==> config.mk <==
export PLATFORM = sky130hd
export DESIGN_NAME = tile_residency_lru_controller_top
export DESIGN_NICKNAME = d
export VERILOG_FILES = /design/src/tlrc_pkg.sv /design/src/tlrc_ram.sv /design/src/tlrc_ctrl.sv /design/src/tlrc_dp.sv /design/src/tile_residency_lru_controller_top.sv
export VERILOG_INCLUDE_DIRS = /design/src /design/src/src
export SDC_FILE = /design/constraint.sdc
export NUM_CORES = 2
export LEC_CHECK = 0
export ABC_AREA = 1
export BUFFER_PORTS_ARGS = -buffer_cell sky130_fd_sc_hd__clkbuf_2
export CAP_MARGIN = 0
export CORE_AREA = 2 2 428 855
export DETAILED_ROUTE_END_ITERATION = 12
export DIE_AREA = 0 0 430 857
export PLACE_DENSITY_LB_ADDON = 0.25
export SLEW_MARGIN = 20
export SYNTH_ARGS = -nofsm -noshare
export SYNTH_HDL_FRONTEND = slang
export SYNTH_SLANG_ARGS = --single-unit
==> constraint.sdc <==
create_clock -name clk -period 16.9 [get_ports clk]
set_clock_uncertainty 0.05 [all_clocks]
set_input_delay 0.845 -clock clk [delete_from_list [all_inputs] [get_ports clk]]
set_output_delay 0.845 -clock clk [all_outputs]
set_load 0.05 [all_outputs]
==> src/tile_residency_lru_controller_top_assert.svh <==
// Assertion macros for the tile residency controller top level.
// Needs clk and rst_n in the including scope.
`ifndef TILE_RESIDENCY_LRU_CONTROLLER_TOP_ASSERT_SVH
`define TILE_RESIDENCY_LRU_CONTROLLER_TOP_ASSERT_SVH

// implication checked on every clock edge outside reset
`define TLRC_ASSERT_IMP(lbl, ante, cons) \
  lbl: assert property (@(posedge clk) disable iff (!rst_n) (ante) |-> (cons)) \
    else $error("tlrc assertion failed");

// implication with the consequent checked at the next clock edge
`define TLRC_ASSERT_NEXT(lbl, ante, cons) \
  lbl: assert property (@(posedge clk) disable iff (!rst_n) (ante) |=> (cons)) \
    else $error("tlrc assertion failed");

`endif

==> src/tlrc_pkg.sv <==
// Shared types and constants for the tile residency LRU controller.
// No dependencies.
package tlrc_pkg;

  localparam int TLRC_GRID_TILES     = 16;
  localparam int TLRC_RESIDENT_SLOTS = 4;
  localparam int TLRC_TS_W           = 9;
  localparam int TLRC_COORD_W        = 16;
  localparam int TLRC_OUT_W          = 48;
  localparam logic [TLRC_TS_W-1:0] TLRC_TS_RESET = 9'd16;
  localparam logic [TLRC_TS_W-1:0] TLRC_TS_MAX   = 9'd256;

  localparam logic [1:0] LOAD_HIT  = 2'd0;
  localparam logic [1:0] LOAD_ZERO = 2'd1;
  localparam logic [1:0] LOAD_READ = 2'd2;

  typedef enum logic [8:0] {
    S_CLR   = 9'b000000001,
    S_IDLE  = 9'b000000010,
    S_DIV   = 9'b000000100,
    S_LOOK  = 9'b000001000,
    S_EVRD  = 9'b000010000,
    S_EVCHK = 9'b000100000,
    S_LDRD  = 9'b001000000,
    S_LDCHK = 9'b010000000,
    S_OUT   = 9'b100000000
  } tlrc_state_t;

  typedef struct packed {
    logic clr_wr;
    logic capture;
    logic div_step;
    logic look;
    logic ev_rd;
    logic ev_chk;
    logic ld_rd;
    logic ld_chk;
    logic out_load;
  } tlrc_cmd_t;

  typedef struct packed {
    logic clr_last;
    logic neg;
    logic div_last;
    logic oog;
    logic hit;
    logic full;
    logic out_free;
  } tlrc_status_t;

endpackage

==> src/tlrc_ram.sv <==
// Generic single write port RAM with registered read.
// No dependencies.
module tlrc_ram #(
  parameter int WIDTH = 8,
  parameter int DEPTH = 16
) (
  input  logic                                    clk,
  input  logic                                    we,
  input  logic [(DEPTH > 1 ? $clog2(DEPTH) : 1)-1:0] waddr,
  input  logic [WIDTH-1:0]                        wdata,
  input  logic [(DEPTH > 1 ? $clog2(DEPTH) : 1)-1:0] raddr,
  output logic [WIDTH-1:0]                        rdata_r
);

  logic [WIDTH-1:0] mem [DEPTH];

  always_ff @(posedge clk) begin
    if (we) begin
      mem[waddr] <= wdata;
    end
    rdata_r <= mem[raddr];
  end

endmodule

==> src/tlrc_ctrl.sv <==
// Sequencer for the tile residency controller.
// Depends on tlrc_pkg.
module tlrc_ctrl import tlrc_pkg::*; (
  input  logic         clk,
  input  logic         rst_n,
  input  logic         in_tvalid,
  output logic         in_tready,
  input  tlrc_status_t status,
  output tlrc_cmd_t    cmd
);

  tlrc_state_t state_r, state_nxt;

  always_ff @(posedge clk) begin
    if (!rst_n) begin
      state_r <= S_CLR;
    end else begin
      state_r <= state_nxt;
    end
  end

  assign in_tready = (state_r == S_IDLE);

  always_comb begin
    state_nxt = state_r;
    cmd       = '0;
    unique case (state_r)
      S_CLR: begin
        cmd.clr_wr = 1'b1;
        if (status.clr_last) state_nxt = S_IDLE;
      end
      S_IDLE: begin
        if (in_tvalid) begin
          cmd.capture = 1'b1;
          state_nxt   = S_DIV;
        end
      end
      S_DIV: begin
        if (status.neg) begin
          state_nxt = S_OUT;
        end else begin
          cmd.div_step = 1'b1;
          if (status.div_last) state_nxt = S_LOOK;
        end
      end
      S_LOOK: begin
        cmd.look = 1'b1;
        if (status.oog || status.hit) state_nxt = S_OUT;
        else if (status.full)         state_nxt = S_EVRD;
        else                          state_nxt = S_LDRD;
      end
      S_EVRD: begin
        cmd.ev_rd = 1'b1;
        state_nxt = S_EVCHK;
      end
      S_EVCHK: begin
        cmd.ev_chk = 1'b1;
        state_nxt  = S_LDRD;
      end
      S_LDRD: begin
        cmd.ld_rd = 1'b1;
        state_nxt = S_LDCHK;
      end
      S_LDCHK: begin
        cmd.ld_chk = 1'b1;
        state_nxt  = S_OUT;
      end
      S_OUT: begin
        if (status.out_free) begin
          cmd.out_load = 1'b1;
          state_nxt    = S_IDLE;
        end
      end
      default: state_nxt = S_CLR;
    endcase
  end

endmodule

==> src/tlrc_dp.sv <==
// Datapath: divider, slot table with LRU ranks, backing index RAM, result register.
// Depends on tlrc_pkg and tlrc_ram.
module tlrc_dp import tlrc_pkg::*; #(
  parameter int GRID_TILES     = TLRC_GRID_TILES,
  parameter int RESIDENT_SLOTS = TLRC_RESIDENT_SLOTS
) (
  input  logic                    clk,
  input  logic                    rst_n,
  input  logic                    cfg_valid,
  input  logic [TLRC_TS_W-1:0]    cfg_tile_size,
  input  logic [2*TLRC_COORD_W-1:0] in_tdata,
  input  logic                    out_tready,
  output logic                    out_tvalid,
  output logic [TLRC_OUT_W-1:0]   out_tdata,
  input  tlrc_cmd_t               cmd,
  output tlrc_status_t            status
);

  localparam int NT = GRID_TILES * GRID_TILES;
  localparam int TB = (GRID_TILES > 1) ? $clog2(GRID_TILES) : 1;
  localparam int TW = (NT > 1) ? $clog2(NT) : 1;
  localparam int RW = $clog2(NT + 1);
  localparam int SW = (RESIDENT_SLOTS > 1) ? $clog2(RESIDENT_SLOTS) : 1;
  localparam int QW = TLRC_COORD_W - 1;
  localparam logic [SW-1:0] LAST_RANK = SW'(RESIDENT_SLOTS - 1);
  localparam logic [QW-1:0] GRID_Q    = QW'(GRID_TILES);
  localparam logic [TW-1:0] GRID_T    = TW'(GRID_TILES);

  logic [TLRC_TS_W-1:0] ts_r, ts_eff;
  logic [QW-1:0]        xq_r, yq_r;
  logic [TLRC_TS_W-1:0] xr_r, yr_r;
  logic                 neg_r;
  logic [3:0]           cnt_r;
  logic [TB-1:0]        own_x_r [RESIDENT_SLOTS];
  logic [TB-1:0]        own_y_r [RESIDENT_SLOTS];
  logic [RESIDENT_SLOTS-1:0] used_r, used_nxt;
  logic [SW-1:0]        rank_r [RESIDENT_SLOTS];
  logic [SW-1:0]        rank_nxt [RESIDENT_SLOTS];
  logic [RW-1:0]        next_r;
  logic [TW-1:0]        clr_cnt_r;
  logic [SW-1:0]        vslot_r;

  logic                 res_ok_r, res_ev_r, res_enew_r;
  logic [1:0]           res_slot_r, res_la_r;
  logic [15:0]          res_pidx_r;
  logic [7:0]           res_lrec_r, res_erec_r;
  logic [3:0]           res_ex_r, res_ey_r;
  logic                 out_tvalid_r;
  logic [TLRC_OUT_W-1:0] out_tdata_r;

  always_comb begin
    if (ts_r == '0)               ts_eff = 9'd1;
    else if (ts_r > TLRC_TS_MAX)  ts_eff = TLRC_TS_MAX;
    else                          ts_eff = ts_r;
  end

  // restoring divider step, both coordinates in parallel
  logic [TLRC_TS_W:0] xs, ys;
  logic               xge, yge;
  assign xs  = {xr_r, xq_r[QW-1]};
  assign ys  = {yr_r, yq_r[QW-1]};
  assign xge = xs >= {1'b0, ts_eff};
  assign yge = ys >= {1'b0, ts_eff};

  logic          oog;
  logic [TB-1:0] tx, ty;
  logic [TW-1:0] t_idx, e_idx;
  assign oog   = (xq_r >= GRID_Q) || (yq_r >= GRID_Q);
  assign tx    = xq_r[TB-1:0];
  assign ty    = yq_r[TB-1:0];
  assign t_idx = TW'(TW'(ty) * GRID_T + TW'(tx));
  assign e_idx = TW'(TW'(own_y_r[vslot_r]) * GRID_T + TW'(own_x_r[vslot_r]));

  logic [17:0] prod;
  assign prod = 18'(yr_r) * 18'(ts_eff) + 18'(xr_r);

  // slot lookup
  logic          hit, full, vfound, ffound;
  logic [SW-1:0] hslot, vslot, fslot;
  always_comb begin
    hit    = 1'b0;
    hslot  = '0;
    vfound = 1'b0;
    vslot  = '0;
    ffound = 1'b0;
    fslot  = '0;
    for (int i = 0; i < RESIDENT_SLOTS; i++) begin
      if (!hit && used_r[i] && own_x_r[i] == tx && own_y_r[i] == ty) begin
        hit   = 1'b1;
        hslot = SW'(i);
      end
      if (!vfound && used_r[i] && rank_r[i] == LAST_RANK) begin
        vfound = 1'b1;
        vslot  = SW'(i);
      end
      if (!ffound && !used_r[i]) begin
        ffound = 1'b1;
        fslot  = SW'(i);
      end
    end
  end
  assign full = &used_r;

  // LRU rank update
  logic          tch_en, tch_fresh;
  logic [SW-1:0] tch_s;
  always_comb begin
    tch_en    = 1'b0;
    tch_fresh = 1'b0;
    tch_s     = hslot;
    used_nxt  = used_r;
    for (int i = 0; i < RESIDENT_SLOTS; i++) rank_nxt[i] = rank_r[i];
    if (cmd.look && !oog && hit) begin
      tch_en = 1'b1;
    end
    if (cmd.ev_chk) begin
      used_nxt[vslot_r] = 1'b0;
      rank_nxt[vslot_r] = '0;
    end
    if (cmd.ld_chk) begin
      tch_en          = 1'b1;
      tch_fresh       = 1'b1;
      tch_s           = fslot;
      used_nxt[fslot] = 1'b1;
    end
    if (tch_en) begin
      for (int i = 0; i < RESIDENT_SLOTS; i++) begin
        if (SW'(i) == tch_s) begin
          rank_nxt[i] = '0;
        end else if (used_r[i] && (tch_fresh || rank_r[i] < rank_r[tch_s])) begin
          rank_nxt[i] = rank_r[i] + 1'b1;
        end
      end
    end
  end

  // backing index RAM: record number + 1, zero for none
  logic          ram_we;
  logic [TW-1:0] ram_waddr, ram_raddr;
  logic [RW-1:0] ram_wdata, ram_rdata;
  logic          ev_zero;
  assign ev_zero   = (ram_rdata == '0);
  assign ram_raddr = cmd.ev_rd ? e_idx : t_idx;
  always_comb begin
    ram_we    = 1'b0;
    ram_waddr = clr_cnt_r;
    ram_wdata = '0;
    if (cmd.clr_wr) begin
      ram_we = 1'b1;
    end else if (cmd.ev_chk && ev_zero) begin
      ram_we    = 1'b1;
      ram_waddr = e_idx;
      ram_wdata = next_r + 1'b1;
    end
  end

  tlrc_ram #(.WIDTH(RW), .DEPTH(NT)) u_bk_ram (
    .clk     (clk),
    .we      (ram_we),
    .waddr   (ram_waddr),
    .wdata   (ram_wdata),
    .raddr   (ram_raddr),
    .rdata_r (ram_rdata)
  );

  always_ff @(posedge clk) begin
    if (!rst_n) begin
      ts_r         <= TLRC_TS_RESET;
      used_r       <= '0;
      next_r       <= '0;
      clr_cnt_r    <= '0;
      out_tvalid_r <= 1'b0;
      for (int i = 0; i < RESIDENT_SLOTS; i++) rank_r[i] <= '0;
    end else begin
      if (cfg_valid) ts_r <= cfg_tile_size;
      if (cmd.clr_wr) clr_cnt_r <= clr_cnt_r + 1'b1;
      used_r <= used_nxt;
      for (int i = 0; i < RESIDENT_SLOTS; i++) rank_r[i] <= rank_nxt[i];
      if (cmd.ev_chk && ev_zero) next_r <= next_r + 1'b1;
      if (cmd.out_load)        out_tvalid_r <= 1'b1;
      else if (out_tready)     out_tvalid_r <= 1'b0;
    end
  end

  always_ff @(posedge clk) begin
    if (cmd.capture) begin
      xq_r       <= in_tdata[QW-1:0];
      yq_r       <= in_tdata[TLRC_COORD_W+QW-1:TLRC_COORD_W];
      neg_r      <= in_tdata[TLRC_COORD_W-1] | in_tdata[2*TLRC_COORD_W-1];
      xr_r       <= '0;
      yr_r       <= '0;
      cnt_r      <= 4'(QW);
      res_ok_r   <= 1'b0;
      res_slot_r <= '0;
      res_pidx_r <= '0;
      res_la_r   <= LOAD_HIT;
      res_lrec_r <= '0;
      res_ev_r   <= 1'b0;
      res_ex_r   <= '0;
      res_ey_r   <= '0;
      res_erec_r <= '0;
      res_enew_r <= 1'b0;
    end
    if (cmd.div_step) begin
      xr_r  <= xge ? TLRC_TS_W'(xs - {1'b0, ts_eff}) : xs[TLRC_TS_W-1:0];
      yr_r  <= yge ? TLRC_TS_W'(ys - {1'b0, ts_eff}) : ys[TLRC_TS_W-1:0];
      xq_r  <= {xq_r[QW-2:0], xge};
      yq_r  <= {yq_r[QW-2:0], yge};
      cnt_r <= cnt_r - 1'b1;
    end
    if (cmd.look && !oog) begin
      res_ok_r   <= 1'b1;
      res_pidx_r <= prod[15:0];
      res_slot_r <= 2'(hslot);
      vslot_r    <= vslot;
    end
    if (cmd.ev_chk) begin
      res_ev_r   <= 1'b1;
      res_ex_r   <= 4'(own_x_r[vslot_r]);
      res_ey_r   <= 4'(own_y_r[vslot_r]);
      res_enew_r <= ev_zero;
      res_erec_r <= ev_zero ? 8'(next_r) : 8'(ram_rdata - 1'b1);
    end
    if (cmd.ld_chk) begin
      res_slot_r      <= 2'(fslot);
      own_x_r[fslot]  <= tx;
      own_y_r[fslot]  <= ty;
      res_la_r        <= ev_zero ? LOAD_ZERO : LOAD_READ;
      res_lrec_r      <= ev_zero ? 8'd0 : 8'(ram_rdata - 1'b1);
    end
    if (cmd.out_load) begin
      out_tdata_r <= {1'b0, res_enew_r, res_erec_r, res_ey_r, res_ex_r, res_ev_r,
                      res_lrec_r, res_la_r, res_pidx_r, res_slot_r, res_ok_r};
    end
  end

  assign out_tvalid = out_tvalid_r;
  assign out_tdata  = out_tdata_r;

  assign status.clr_last = (clr_cnt_r == TW'(NT - 1));
  assign status.neg      = neg_r;
  assign status.div_last = (cnt_r == 4'd1);
  assign status.oog      = oog;
  assign status.hit      = hit;
  assign status.full     = full;
  assign status.out_free = !out_tvalid_r || out_tready;

endmodule

==> src/tile_residency_lru_controller_top.sv <==
// Top level of the tile residency LRU controller: sequencer plus datapath.
// Depends on tlrc_pkg, tlrc_ctrl, tlrc_dp and the assertion macro header.
//
//  channel  direction  handshake               payload
//  in_      slave      in_tvalid/in_tready     coord_x, coord_y
//  out_     master     out_tvalid/out_tready   result fields
//  cfg_     slave      cfg_valid/cfg_ready     tile_size
//
// Per request: accept, 15 divider steps, lookup, then on a miss a RAM read and
// check (after another on an eviction), and an output load once the output
// register is free; negative, out-of-grid and hit requests skip to that load.
// After reset a clearing pass over every backing RAM entry holds in_tready low.
// A result waits in the output register while the next request is taken.
module tile_residency_lru_controller_top import tlrc_pkg::*; #(
  parameter int GRID_TILES     = TLRC_GRID_TILES,
  parameter int RESIDENT_SLOTS = TLRC_RESIDENT_SLOTS
) (
  input  logic                      clk,
  input  logic                      rst_n,
  input  logic                      cfg_valid,
  output logic                      cfg_ready,
  input  logic [TLRC_TS_W-1:0]      cfg_tile_size,
  input  logic                      in_tvalid,
  output logic                      in_tready,
  input  logic [2*TLRC_COORD_W-1:0] in_tdata,   // coord_x, coord_y
  output logic                      out_tvalid,
  input  logic                      out_tready,
  // ok, slot, point_index, load_action, load_record, evicted,
  // evicted_tile_x, evicted_tile_y, evict_record, evict_new_record
  output logic [TLRC_OUT_W-1:0]     out_tdata
);

  tlrc_cmd_t    cmd;
  tlrc_status_t status;

  assign cfg_ready = 1'b1;

  tlrc_ctrl u_ctrl (
    .clk       (clk),
    .rst_n     (rst_n),
    .in_tvalid (in_tvalid),
    .in_tready (in_tready),
    .status    (status),
    .cmd       (cmd)
  );

  tlrc_dp #(
    .GRID_TILES     (GRID_TILES),
    .RESIDENT_SLOTS (RESIDENT_SLOTS)
  ) u_dp (
    .clk           (clk),
    .rst_n         (rst_n),
    .cfg_valid     (cfg_valid),
    .cfg_tile_size (cfg_tile_size),
    .in_tdata      (in_tdata),
    .out_tready    (out_tready),
    .out_tvalid    (out_tvalid),
    .out_tdata     (out_tdata),
    .cmd           (cmd),
    .status        (status)
  );

`include "tile_residency_lru_controller_top_assert.svh"

  `TLRC_ASSERT_IMP(a_miss_all_zero, out_tvalid && !out_tdata[0], out_tdata[46:1] == '0)
  `TLRC_ASSERT_IMP(a_evict_not_hit, out_tvalid && out_tdata[29], out_tdata[20:19] != LOAD_HIT)
  `TLRC_ASSERT_NEXT(a_busy_after_take, in_tvalid && in_tready, !in_tready)

endmodule

==> metrics.txt <==
# TYPE chip_impl_metric gauge
chip_impl_metric{name="maxCapViolations",unit=""} 0
chip_impl_metric{name="depth_of_the_cts_h_tree",unit=""} 4
chip_impl_info{name="timing.critical_path.mode_cell",value="sky130_fd_sc_hd__nand3_1"} 1
chip_impl_metric{name="synth.yosys.warnings",unit=""} 0
chip_impl_info{name="crit_path_end_kind",value="flip-flop"} 1
chip_impl_metric{name="postSynthRegisterBits",unit=""} 2542
chip_impl_metric{name="core-area",unit="um2"} 362300
chip_impl_metric{name="irDropWorstVdd",unit="mV"} 0.1129
chip_impl_metric{name="fillerInstances",unit=""} 35720
chip_impl_metric{name="edff_count_synth",unit=""} 2483
chip_impl_metric{name="post-route-drc-count",unit=""} 0
chip_impl_info{name="cts_root_buf",value="sky130_fd_sc_hd__clkbuf_16"} 1
chip_impl_info{name="synth_top_area_cell",value="sky130_fd_sc_hd__edfxtp_1"} 1
chip_impl_info{name="timing_worst_setup_path_type",value="reg -> reg"} 1
chip_impl_metric{name="final-setup-viol-count",unit=""} 0
chip_impl_metric{name="critPathArrivalTime",unit="ns"} 7.92
chip_impl_metric{name="finalSetupTns",unit="ns"} 0
chip_impl_metric{name="synthCells",unit=""} 9011
chip_impl_metric{name="post-route-min-period",unit="ns"} 7.134
chip_impl_metric{name="finished_core_util",unit=""} 0.3343
chip_impl_metric{name="static-leakage-power",unit="nW"} 40.14
chip_impl_metric{name="die-area",unit="um2"} 368500
chip_impl_metric{name="layout-drive-gt1-share",unit=""} 0.1191
chip_impl_metric{name="post_synth.cell_area_avg",unit="um2"} 12.02
chip_impl_info{name="rsz0062_at_grt",value="false"} 1
chip_impl_metric{name="async_reset_ff_frac",unit=""} 0
chip_impl_metric{name="drt-vias-per-instance",unit=""} 5.011
chip_impl_metric{name="total_power_divided_by_cell_area",unit="nW/um2"} 111.6
chip_impl_metric{name="worst-slew-pin-transition",unit="ns"} 1.186
chip_impl_metric{name="dp_worst_setup_slack",unit="ns"} 9.943
chip_impl_metric{name="multi_input_area",unit="um2"} 28910
chip_impl_metric{name="io_buffers",unit=""} 94
chip_impl_metric{name="yosys.cell_types.count",unit=""} 57
chip_impl_metric{name="finalWeightedCongestion",unit=""} 0.8425
chip_impl_metric{name="cp_max_fo",unit=""} 160
chip_impl_info{name="synth.area.top_cells",value="sky130_fd_sc_hd__edfxtp_1 69%, sky130_fd_sc_hd__nand3_1 6.7%, sky130_fd_sc_hd__nand2_1 6.4%, sky130_fd_sc_hd__o211ai_1 4.0%, sky130_fd_sc_hd__nor2_1 2.4%"} 1
chip_impl_info{name="tritoncts_clock_tree",value="done"} 1
chip_impl_metric{name="synth_area",unit="um2"} 108300
chip_impl_info{name="run_status",value="finished, final reports clean"} 1
chip_impl_metric{name="post_cts.resized_instances",unit=""} 0
chip_impl_metric{name="cts_max_path_buffers",unit=""} 4
chip_impl_info{name="path_cells",value="nor2_2, nand2_1, nor2_4, nand2_4, clkinv_2, nand2_2, nand2_8, inv_16, buf_4, buf_12, buf_4, buf_4, nand2_1, nand3_1, nand3_1, nand2_1, nand2_1, nand3_1, nand3_1, nand3_1, nand3_1, nand2_1"} 1
chip_impl_metric{name="relSlewSlack",unit=""} 0.2091
chip_impl_metric{name="achievable-frequency",unit="GHz"} 0.1402
chip_impl_metric{name="syn2layout_area_growth",unit="%"} 11.81
chip_impl_metric{name="final-max-slew-violation-count",unit=""} 0
chip_impl_metric{name="globalRoute.totalOverflow",unit=""} 0
chip_impl_metric{name="place.detailed.hpwl",unit="um"} 183100
chip_impl_metric{name="cp_num_buf_inv",unit=""} 6
chip_impl_metric{name="floorplan.initialDensity",unit=""} 0.2990
chip_impl_metric{name="clock_insertion_delay_worst_skew",unit="ns"} 0.95
chip_impl_metric{name="syn_nets",unit=""} 9192
chip_impl_info{name="crit_family",value="buffers and inverters"} 1
chip_impl_metric{name="timing.final.ws_setup",unit="ns"} 9.766
chip_impl_metric{name="cts.sink_count",unit=""} 2542
chip_impl_metric{name="hold_ws",unit="ns"} 0.1671
chip_impl_info{name="yosys_most_used_dff",value="sky130_fd_sc_hd__edfxtp_1"} 1
chip_impl_metric{name="cts_buf_count",unit=""} 245
chip_impl_metric{name="cts.clk_slew.worst_paths",unit="ns"} 0.06
chip_impl_info{name="hold_path_class",value="in -> reg"} 1
chip_impl_metric{name="die_y",unit="um"} 857
chip_impl_metric{name="routed_length_per_instance",unit="um"} 23.37
chip_impl_info{name="worst_setup_path_start_kind",value="flip-flop"} 1
chip_impl_metric{name="drt_wl_total",unit="um"} 323200
chip_impl_metric{name="yosysTopAreaCellShare",unit=""} 0.6884
chip_impl_metric{name="post_drt_antenna_nets",unit=""} 0
chip_impl_metric{name="cts_hold_repair_buffers",unit=""} 0
chip_impl_metric{name="dieWidth",unit="um"} 430
chip_impl_metric{name="antenna_found_initial",unit=""} 4
chip_impl_metric{name="worst_ep_required_time",unit="ns"} 17.69
chip_impl_metric{name="drt_iter0_drc",unit=""} 6229
chip_impl_metric{name="grt_util_all_layers",unit=""} 0.1704
chip_impl_metric{name="dr_total_vias",unit=""} 69300
chip_impl_metric{name="grt_max_degree",unit=""} 207
chip_impl_metric{name="final-seq-area",unit="um2"} 75740
chip_impl_metric{name="design.portCount",unit=""} 97
chip_impl_metric{name="post-cts-setup-buffers",unit=""} 0
chip_impl_metric{name="final_hold_violation_count",unit=""} 0
chip_impl_metric{name="first_pass_grt_wire_length",unit="um"} 475900
chip_impl_metric{name="drt-pass1-iter-count",unit=""} 6
chip_impl_metric{name="row_count",unit=""} 313
chip_impl_metric{name="layout.nets",unit=""} 9091
chip_impl_metric{name="critPathMaxStageDelay",unit="ns"} 0.90
chip_impl_metric{name="vias_in_the_first_global_route",unit=""} 67390
chip_impl_metric{name="yosysSeqAreaShare",unit=""} 0.6993
chip_impl_metric{name="ratio_of_final_minimum_period_to_clock_period",unit=""} 0.4221
chip_impl_info{name="critical-path-slowest-cell",value="sky130_fd_sc_hd__buf_4"} 1
==> metrics by stage <==
stage	instances	cell area [um2]	power, mW
floorplan	9011	108300	7.779
global placement	13380	113200	8.225
detailed placement	13380	113300	8.218
CTS	13820	121000	13.63
global route	13830	121100	13.97
finish	13830	121100	13.52
==> layout make-up <==
class	instances	share of cell area
Sequential cell	2542	0.6255
Multi-Input combinational cell	5594	0.2387
Clock inverter	148	0.01112
Clock buffer	291	0.05240
Timing Repair Buffer	212	0.01325
Inverter	315	0.01020
Tap cell	4725	0.04882
Antenna cell	3	0.00006199
==> placed cells by master (no fill, tap or decap), drive strengths merged, types with 20 or more instances in the layout <==
master	instances
o21ai	244
o22ai	23
a21oi	79
inv	315
edfxtp	2483
nor2	697
clkbuf	385
nand2	1864
nand3	1460
o211ai	577
fa	56
dfxtp	59
buf	118
or2	404
bufinv	23
ha	79
clkinv	120
nor3	20
==> worst paths after layout <==
kind                                                  startpoint                                to  slack [ns]  depth (start not counted)
worst max-delay path              u_ctrl.state_r[3]$_SDFFE_PN0P_  u_dp.u_bk_ram.rdata_r[3]$_DFF_P_        9.77                         22
worst max register to register    u_ctrl.state_r[3]$_SDFFE_PN0P_  u_dp.u_bk_ram.rdata_r[3]$_DFF_P_        9.77                         22
worst min-delay path                                in_tdata[11]           u_dp.xq_r[11]$_DFFE_PP_        0.17                          3
worst min register to register  u_dp.res_pidx_r[6]$_SDFFCE_PN0P_       u_dp.out_tdata[9]$_DFFE_PP_        0.37                          0
==> cells by family after synthesis <==
group           after synthesis  share of synthesized area
simple gates               4476                     0.1837
buf+inv                     875                    0.03616
fa+ha+maj                   135                    0.01948
compound gates              956                    0.05919
xor+xnor                     25                   0.002022
other cells                   2                 0.00006934
flops                      2542                     0.6993
==> flip-flops by register name (all words and copies together), names as in the netlist, 2 cells and up <==
signal and count:
u_dp.res_ey_r 4, u_dp.used_r 4, u_dp.yr_r 9, u_dp.res_la_r 2, u_dp.own_x_r 16, u_dp.res_ex_r 4, u_dp.own_y_r 16, u_dp.clr_cnt_r 8
u_dp.next_r 9, u_dp.ts_r 9, u_dp.vslot_r 2, u_dp.xr_r 9, u_dp.res_lrec_r 8, u_dp.u_bk_ram.rdata_r 9, u_dp.res_pidx_r 16, u_dp.yq_r 15
u_dp.xq_r 15, u_ctrl.state_r 9, u_dp.cnt_r 4, u_dp.u_bk_ram.mem 2304, u_dp.res_erec_r 8, u_dp.rank_r 8, u_dp.res_slot_r 2, u_dp.out_tdata 47
==> metal layers <==
layer / vias to the layer above / global-route usage / part of all wire
li1: 32040 / - / -
met1: 34980 / 0.2337 / 0.44
met2: 1855 / 0.2854 / 0.48
met3: 425 / 0.01924 / 0.048
met4: 0 / 0.04575 / 0.027
met5: - / 0 / 0
==> worst reg2reg max path, delay by kind of cell (launching register included) <==
kind	cells	cell delay, ns
buffers and inverters	6	4.35
flip-flops	1	0.36
AND/OR/NAND/NOR	16	2.29
==> report_power, final <==
part           internal (mW)  switching [mW]  leakage [nW]
Clock                   3.02            2.43          3.79
Combinational          0.322           0.843          14.4
Sequential              6.88          0.0310          22.0
Total                   10.2            3.30          40.1
==> cell usage after synthesis, types with 5 or more instances <==
cell	instances
sky130_fd_sc_hd__a211oi_1	8
sky130_fd_sc_hd__a21oi_1	72
sky130_fd_sc_hd__a21oi_2	5
sky130_fd_sc_hd__buf_1	19
sky130_fd_sc_hd__buf_2	310
sky130_fd_sc_hd__buf_4	30
sky130_fd_sc_hd__buf_6	16
sky130_fd_sc_hd__clkbuf_1	184
sky130_fd_sc_hd__dfxtp_1	59
sky130_fd_sc_hd__edfxtp_1	2483
sky130_fd_sc_hd__fa_1	56
sky130_fd_sc_hd__ha_1	79
sky130_fd_sc_hd__inv_1	297
sky130_fd_sc_hd__inv_2	9
sky130_fd_sc_hd__nand2_1	1842
sky130_fd_sc_hd__nand2_2	20
sky130_fd_sc_hd__nand3_1	1459
sky130_fd_sc_hd__nand4_1	14
sky130_fd_sc_hd__nor2_1	684
sky130_fd_sc_hd__nor2_2	6
sky130_fd_sc_hd__nor2_4	7
sky130_fd_sc_hd__nor3_1	19
sky130_fd_sc_hd__nor4_1	12
sky130_fd_sc_hd__o211ai_1	577
sky130_fd_sc_hd__o21ai_0	236
sky130_fd_sc_hd__o21ai_1	5
sky130_fd_sc_hd__o22ai_1	23
sky130_fd_sc_hd__or2_2	403
sky130_fd_sc_hd__xnor2_1	13
sky130_fd_sc_hd__xor2_1	12
Power figures use the tool's default switching activity.
